===== src/design/itfsr_pkg.sv =====
// ----------------------------------------------------------------------------
// itfsr_pkg: shared types and constants
// Word kinds, queue entry layout, frame constants and status codes for the
// idle-framed time-set receiver.
// ----------------------------------------------------------------------------
package itfsr_pkg;

  localparam int unsigned STORE_DEPTH_DEF = 16;
  localparam int unsigned FRAME_BYTES     = 8;
  localparam int unsigned SLOT_W          = $clog2(FRAME_BYTES);
  localparam int unsigned QUEUE_DEPTH     = 2;
  localparam int unsigned TIME_BYTES      = 5;
  localparam int unsigned OUT_DATA_W      = 8 * TIME_BYTES;

  localparam logic [7:0] HEADER_BYTE = 8'h5A;
  localparam logic [7:0] LENGTH_BYTE = 8'h06;

  localparam int unsigned SUM_BYTES  = 7;
  localparam int unsigned CHECK_SLOT = 7;
  localparam int unsigned HDR_SLOT   = 0;
  localparam int unsigned LEN_SLOT   = 1;
  localparam int unsigned TIME_SLOT  = 2;

  typedef enum logic {
    KIND_DATA = 1'b0,
    KIND_IDLE = 1'b1
  } kind_t;

  typedef enum logic [1:0] {
    ST_OK       = 2'd0,
    ST_CHECKSUM = 2'd1,
    ST_HEADER   = 2'd2,
    ST_LENGTH   = 2'd3
  } status_t;

  typedef struct packed {
    kind_t             kind;
    logic              in_frame;
    logic [SLOT_W-1:0] slot;
    logic [7:0]        data;
  } entry_t;

endpackage


===== src/design/itfsr_front.sv =====
// ----------------------------------------------------------------------------
// itfsr_front: input stage
// Accepts words, tracks the wrapping write position and classifies each word
// into a queue entry for the back end.
// ----------------------------------------------------------------------------
module itfsr_front import itfsr_pkg::*; #(
  parameter int unsigned STORE_DEPTH = STORE_DEPTH_DEF
) (
  input  logic       clk,
  input  logic       rst_n,
  input  logic       in_tvalid,
  output logic       in_tready,
  input  logic [7:0] in_tdata,   // [7:0] rx_byte
  input  logic       in_tuser,   // [0] mode
  input  logic       q_full,
  output logic       q_push,
  output entry_t     q_entry
);

  localparam int unsigned POS_W = $clog2(STORE_DEPTH);

  logic [POS_W-1:0] pos_r, pos_nxt;

  assign in_tready = !q_full;
  assign q_push    = in_tvalid && in_tready;

  always_comb begin
    q_entry.kind     = kind_t'(in_tuser);
    q_entry.in_frame = ({1'b0, pos_r} < (POS_W+1)'(FRAME_BYTES));
    q_entry.slot     = pos_r[SLOT_W-1:0];
    q_entry.data     = in_tdata;
  end

  always_comb begin
    pos_nxt = pos_r;
    if (q_push) begin
      if (kind_t'(in_tuser) == KIND_IDLE) begin
        pos_nxt = '0;
      end else if (pos_r == POS_W'(STORE_DEPTH - 1)) begin
        pos_nxt = '0;
      end else begin
        pos_nxt = pos_r + 1'b1;
      end
    end
  end

  always_ff @(posedge clk) begin
    if (!rst_n) begin
      pos_r <= '0;
    end else begin
      pos_r <= pos_nxt;
    end
  end

endmodule


===== src/design/itfsr_queue.sv =====
// ----------------------------------------------------------------------------
// itfsr_queue: decoupling queue
// Short FIFO of classified entries between the front and back ends.
// ----------------------------------------------------------------------------
module itfsr_queue import itfsr_pkg::*; (
  input  logic   clk,
  input  logic   rst_n,
  input  logic   push,
  input  entry_t push_entry,
  output logic   full,
  input  logic   pop,
  output logic   q_valid,
  output entry_t q_entry
);

  localparam int unsigned PTR_W = $clog2(QUEUE_DEPTH);
  localparam int unsigned CNT_W = $clog2(QUEUE_DEPTH + 1);

  entry_t             mem_r [QUEUE_DEPTH];
  logic [PTR_W-1:0]   wptr_r, wptr_nxt;
  logic [PTR_W-1:0]   rptr_r, rptr_nxt;
  logic [CNT_W-1:0]   cnt_r, cnt_nxt;
  logic               do_push, do_pop;

  assign full    = (cnt_r == CNT_W'(QUEUE_DEPTH));
  assign q_valid = (cnt_r != '0);
  assign q_entry = mem_r[rptr_r];
  assign do_push = push && !full;
  assign do_pop  = pop && q_valid;

  always_comb begin
    wptr_nxt = wptr_r;
    rptr_nxt = rptr_r;
    cnt_nxt  = cnt_r;
    if (do_push) begin
      wptr_nxt = (wptr_r == PTR_W'(QUEUE_DEPTH - 1)) ? '0 : wptr_r + 1'b1;
    end
    if (do_pop) begin
      rptr_nxt = (rptr_r == PTR_W'(QUEUE_DEPTH - 1)) ? '0 : rptr_r + 1'b1;
    end
    if (do_push && !do_pop) begin
      cnt_nxt = cnt_r + 1'b1;
    end else if (do_pop && !do_push) begin
      cnt_nxt = cnt_r - 1'b1;
    end
  end

  always_ff @(posedge clk) begin
    if (!rst_n) begin
      wptr_r <= '0;
      rptr_r <= '0;
      cnt_r  <= '0;
    end else begin
      wptr_r <= wptr_nxt;
      rptr_r <= rptr_nxt;
      cnt_r  <= cnt_nxt;
    end
  end

  always_ff @(posedge clk) begin
    if (do_push) begin
      mem_r[wptr_r] <= push_entry;
    end
  end

endmodule


===== src/design/itfsr_back.sv =====
// ----------------------------------------------------------------------------
// itfsr_back: frame execution
// Holds the frame bytes, writes in-frame data words, and on an idle word
// checks the frame, loads the result register and clears the frame.
// ----------------------------------------------------------------------------
module itfsr_back import itfsr_pkg::*; (
  input  logic                  clk,
  input  logic                  rst_n,
  input  logic                  q_valid,
  input  entry_t                q_entry,
  output logic                  q_pop,
  output logic                  out_tvalid,
  input  logic                  out_tready,
  output logic [OUT_DATA_W-1:0] out_tdata,  // year, month, day, hour, minute
  output logic [1:0]            out_tuser   // [1:0] status
);

  logic [7:0]            byte_r [FRAME_BYTES];
  logic                  ovld_r, ovld_nxt;
  status_t               ost_r;
  logic [OUT_DATA_W-1:0] odata_r;
  logic [7:0]            sum;
  status_t               st;
  logic [OUT_DATA_W-1:0] tdata_c;
  logic                  is_idle, pop_idle, pop_data;

  assign is_idle  = (q_entry.kind == KIND_IDLE);
  assign q_pop    = q_valid && (!is_idle || !ovld_r || out_tready);
  assign pop_idle = q_pop && is_idle;
  assign pop_data = q_pop && !is_idle;

  always_comb begin
    sum = '0;
    for (int i = 0; i < SUM_BYTES; i++) begin
      sum = sum + byte_r[i];
    end
    if (sum != byte_r[CHECK_SLOT]) begin
      st = ST_CHECKSUM;
    end else if (byte_r[HDR_SLOT] != HEADER_BYTE) begin
      st = ST_HEADER;
    end else if (byte_r[LEN_SLOT] != LENGTH_BYTE) begin
      st = ST_LENGTH;
    end else begin
      st = ST_OK;
    end
    for (int k = 0; k < TIME_BYTES; k++) begin
      tdata_c[8*k +: 8] = (st == ST_OK) ? byte_r[TIME_SLOT + k] : 8'h00;
    end
  end

  always_comb begin
    ovld_nxt = ovld_r;
    if (out_tready) begin
      ovld_nxt = 1'b0;
    end
    if (pop_idle) begin
      ovld_nxt = 1'b1;
    end
  end

  always_ff @(posedge clk) begin
    if (!rst_n) begin
      ovld_r <= 1'b0;
      for (int i = 0; i < FRAME_BYTES; i++) begin
        byte_r[i] <= '0;
      end
    end else begin
      ovld_r <= ovld_nxt;
      if (pop_idle) begin
        for (int i = 0; i < FRAME_BYTES; i++) begin
          byte_r[i] <= '0;
        end
      end else if (pop_data && q_entry.in_frame) begin
        byte_r[q_entry.slot] <= q_entry.data;
      end
    end
  end

  always_ff @(posedge clk) begin
    if (pop_idle) begin
      ost_r   <= st;
      odata_r <= tdata_c;
    end
  end

  assign out_tvalid = ovld_r;
  assign out_tdata  = odata_r;
  assign out_tuser  = ost_r;

  a_clear_after_idle: assert property (@(posedge clk) disable iff (!rst_n)
    pop_idle |=> (byte_r[HDR_SLOT] == '0 && byte_r[CHECK_SLOT] == '0))
    else $error("frame not cleared after idle word");

  a_result_from_idle: assert property (@(posedge clk) disable iff (!rst_n)
    (ovld_r && !$past(ovld_r)) |-> $past(pop_idle))
    else $error("result appeared without idle word");

  a_fail_zero_time: assert property (@(posedge clk) disable iff (!rst_n)
    (ovld_r && ost_r != ST_OK) |-> (odata_r == '0))
    else $error("time fields not zero on failed frame");

  a_no_overwrite: assert property (@(posedge clk) disable iff (!rst_n)
    (ovld_r && !out_tready) |-> !pop_idle)
    else $error("pending result overwritten");

endmodule


===== src/design/idle_framed_time_set_receiver.sv =====
// ----------------------------------------------------------------------------
// idle_framed_time_set_receiver: top level
// Path: an idle word is written into the queue at acceptance, then the back
// end pops it and loads the result register.
// Throughput: one word per cycle; a held result stalls the next idle word,
// and the input once the two-entry queue fills up behind it.
// Reset: synchronous active-low rst_n clears position, queue, frame and result valid.
// ----------------------------------------------------------------------------
module idle_framed_time_set_receiver import itfsr_pkg::*; #(
  parameter int unsigned STORE_DEPTH = STORE_DEPTH_DEF
) (
  input  logic                  clk,
  input  logic                  rst_n,
  input  logic                  in_tvalid,
  output logic                  in_tready,
  input  logic [7:0]            in_tdata,   // [7:0] rx_byte
  input  logic                  in_tuser,   // [0] mode
  output logic                  out_tvalid,
  input  logic                  out_tready,
  output logic [OUT_DATA_W-1:0] out_tdata,  // [7:0] year_since_2000,
                                            // [15:8] month_number,
                                            // [23:16] day_of_month,
                                            // [31:24] hour_value,
                                            // [39:32] minute_value
  output logic [1:0]            out_tuser   // [1:0] status
);

  logic   push, full, pop, q_valid;
  entry_t push_entry, q_entry;

  itfsr_front #(.STORE_DEPTH(STORE_DEPTH)) u_front (
    .clk       (clk),
    .rst_n     (rst_n),
    .in_tvalid (in_tvalid),
    .in_tready (in_tready),
    .in_tdata  (in_tdata),
    .in_tuser  (in_tuser),
    .q_full    (full),
    .q_push    (push),
    .q_entry   (push_entry)
  );

  itfsr_queue u_queue (
    .clk        (clk),
    .rst_n      (rst_n),
    .push       (push),
    .push_entry (push_entry),
    .full       (full),
    .pop        (pop),
    .q_valid    (q_valid),
    .q_entry    (q_entry)
  );

  itfsr_back u_back (
    .clk        (clk),
    .rst_n      (rst_n),
    .q_valid    (q_valid),
    .q_entry    (q_entry),
    .q_pop      (pop),
    .out_tvalid (out_tvalid),
    .out_tready (out_tready),
    .out_tdata  (out_tdata),
    .out_tuser  (out_tuser)
  );

endmodule

===== config.mk =====
export PLATFORM = sky130hd
export DESIGN_NAME = idle_framed_time_set_receiver
export DESIGN_NICKNAME = d
export VERILOG_FILES = /design/src/design/itfsr_pkg.sv /design/src/design/itfsr_front.sv /design/src/design/itfsr_queue.sv /design/src/design/itfsr_back.sv /design/src/design/idle_framed_time_set_receiver.sv
export SDC_FILE = /design/constraint.sdc
export NUM_CORES = 1
export LEC_CHECK = 0
export BUFFER_PORTS_ARGS = -buffer_cell sky130_fd_sc_hd__buf_2
export CAP_MARGIN = 20
export CORE_MARGIN = 3
export CORE_UTILIZATION = 45
export CTS_BUF_LIST = sky130_fd_sc_hd__clkbuf_16
export CTS_CLUSTER_DIAMETER = 100
export DETAILED_ROUTE_END_ITERATION = 10
export PLACE_DENSITY_LB_ADDON = 0.15
export SLEW_MARGIN = 10
export SYNTH_ARGS = -nofsm -noshare
export SYNTH_HDL_FRONTEND = slang
export SYNTH_HIERARCHICAL = 1
export SYNTH_SLANG_ARGS = --single-unit

===== constraint.sdc =====
create_clock -name clk -period 4.2 [get_ports clk]
set_input_delay 0.84 -clock clk [delete_from_list [all_inputs] [get_ports clk]]
set_output_delay 0.84 -clock clk [all_outputs]
set_load 0.005 [all_outputs]

==> results.yml <==
sta:
  slew_viol_final: 0
  max_freq_mhz: 221.2
  finalClockSkew_ns: 0.005952
  tightest_slew_ns: 0.8497
  tns_ns: -9.711
  slew_headroom_pct: 42.97
  fin_crit_sh_pct: 107.6
  setup_viol: 42
  final_hold_viol_count: 0
  period_minus_slack_ns: 4.521
  fin_ws_ns: -0.3211
  rsz0062_at_grt: "yes"
global_route:
  grtUsageTotal_pct: 16.63
  grt_pass1_vias: 4244
  overflow: 0
  grt_antenna_before_repair: 0
  grt_max_degree: 44
  grt_pass1_wl_um: 22310
logic_synthesis:
  netlist_area_um2: 7146
  synth-compound-area-share_pct: 2.644
  yosys.area.top_type_share_pct: 55.47
  synth_nets: 579
  synth_top_area_cell: "edfxtp_1"
  synth_simple_gate_area_share_pct: 18.16
  ys_seq_elements: 142
  synth_cell_types: 46
  syn_inst: 523
  synth-edff-count: 132
  ys_seq_area_share_pct: 58.27
  ys_top_cells_by_area: "edfxtp_1 55%, fa_1 9.0%, and2_1 6.0%"
  synth_mux_area_share_pct: 2.049
  synth-xor-area-share_pct: 3.485
  ys_warn_count: 6
  synth_top_family_by_area: "simple AND/OR/NAND/NOR gates"
  synthArstFlopShare_pct: 0
  ys.flop_type: "edfxtp_1"
  synth_fa_ha_area_share_pct: 10.89
  synth.avg_cell_area_um2: 13.66
finish:
  mostFrequentLayoutCells: "132 x edfxtp_1, 68 x and2_1, 57 x buf_2"
  antenna_cells: 0
  fin_util_pct: 57.00
  syn2layout_area_growth_pct: 22.62
  layout.nets: 689
  drive_gt1_share_pct: 35.14
  finalNonFillerCells: 857
  layout_commonest_cell: "edfxtp_1"
worst_setup_path:
  regToRegSetupSlack_ns: -0.32
  start_kind: "flop"
  critPathCaptureType: "flop"
  worstPathArrival_ns: 4.68
  worstSetupPathType: "reg -> reg"
  crit_fanout: 3
  crit_required_ns: 4.36
placement:
  hpwl_um: 10230
  gp_congestion: 0.7866
  dp.cells: 819
  io_buffers: 56
outcome:
  violations: "setup timing"
  status: "finished, violations left"
route:
  drt_first_pass_iters: 4
  wirelength_um: 13790
  route.detailed.drc: 0
  ant_nets: 0
  drt_iter0_drc: 219
  wl_per_cell_um: 16.09
  via_count: 4160
  vias_per_cell: 4.854
cts:
  cts_tree: "built"
  htree_levels: 4
  clock_sinks: 142
  numCtsBuffers: 17
  root_buffer: "clkbuf_16"
  path_clk_slew_ns: 0.06
  ctsHoldBuffers: 0
  cts_buffer_depth: 2
  clock_insertion_delay_worst_skew_ns: 0.42
die:
  start_util_pct: 46.49
  io_pins: 57
  rows: 45
  die_y_um: 132.0
  die_x_um: 132.0
  coreArea_um2: 15370
  fp.dieArea_um2: 17430
job:
  timing.max_cap.violations: 0
worst_hold_path:
  hp-class: "reg -> reg"
[synthesized netlist by cell type (5+ instances only)]
master / count
edfxtp_1: 132
and2_1: 68
nand2_1: 50
inv_1: 42
nor3_2: 41
fa_1: 32
buf_4: 15
mux2_2: 13
nor2_1: 13
xnor2_1: 12
ha_1: 11
dfxtp_1: 10
o21ai_0: 10
a21oi_1: 6
buf_2: 5
clkbuf_1: 5
nand2b_1: 5
nand3_1: 5
xor2_1: 5
[logic make-up (layout without fill, tap and decap cells)]
family | after synthesis | in the layout
DFF | 142 | 142
and+or+nand+nor | 204 | 204
adders and majority gates | 43 | 43
buffers and inverters | 69 | 192
xor gates and xnor gates | 22 | 22
muxes | 13 | 13
AOI/OAI and AO/OA | 30 | 30
[sequential cells by signal, summed over array words and instances, names as in the netlist, named ones only]
name	flops
u_back/out_tdata	40
u_queue/rptr_r	1
u_queue/cnt_r	2
u_queue/mem_r	26
u_back/byte_r	64
u_queue/wptr_r	1
u_front/pos_r	4
u_back/out_tvalid	1
u_back/out_tuser	2
[through the flow]
step	instance area, um2	hold slack (ns)	setup slack (ns)
finish	8762	0.5116	-0.3211
global route	8762	0.5362	-0.4159
CTS	8682	0.5135	-0.3486
detailed placement	8033	0.5044	-0.4092
global placement	8020	0.4768	-0.2981
floorplan	7197	0.4618	0.003180
[layer usage]
metal,vias to the layer above,track usage (%),share of wire (%),wire length [um]
li1,2018,-,-,-
met1,2031,22.28,45,6251
met2,85,26.60,49,6750
met3,26,3.893,3.8,519
met4,0,6.243,1.9,264
met5,-,0,0,0
[worst paths after layout]
kind / from / end / cells past startpoint
max: u_back/byte_r[5][2] / u_back/out_tuser[0] / 12
min: u_front/pos_r[3] / u_front/pos_r[3] / 2
max reg2reg: u_back/byte_r[5][2] / u_back/out_tuser[0] / 12
min reg2reg: u_front/pos_r[3] / u_front/pos_r[3] / 2
[area by class of cell]
type | count | area (um2)
fill | 1276 | 6609
sequential | 142 | 4164
multi-input combinational | 312 | 2800
timing repair buffer | 117 | 799.5
clock buffer | 17 | 425.4
tap | 211 | 264.0
inverter | 43 | 161.4
clock inverter | 15 | 147.6
[critical path: stages, from the launching register on]
cell and delay, ns:
edfxtp_1 0.43, fa_1 0.57, inv_2 0.04, fa_1 0.50, fa_1 0.52, inv_1 0.06
fa_1 0.50, fa_2 0.58, xnor2_2 0.12, nand3_2 0.11, nor4_4 0.30, o211ai_4 0.16
or3b_1 0.39
[repair_timing]
item / in CTS / in global routing
gates cloned: 1 / 0
pin swaps: 0 / 0
setup endpoints to repair: 42 / 42
resized for setup: 8 / 11
setup buffers: 2 / 2
Power is left out: the tool's default activity adds up to more than one toggle a clock period on the data nets, which glitch-free logic cannot reach.
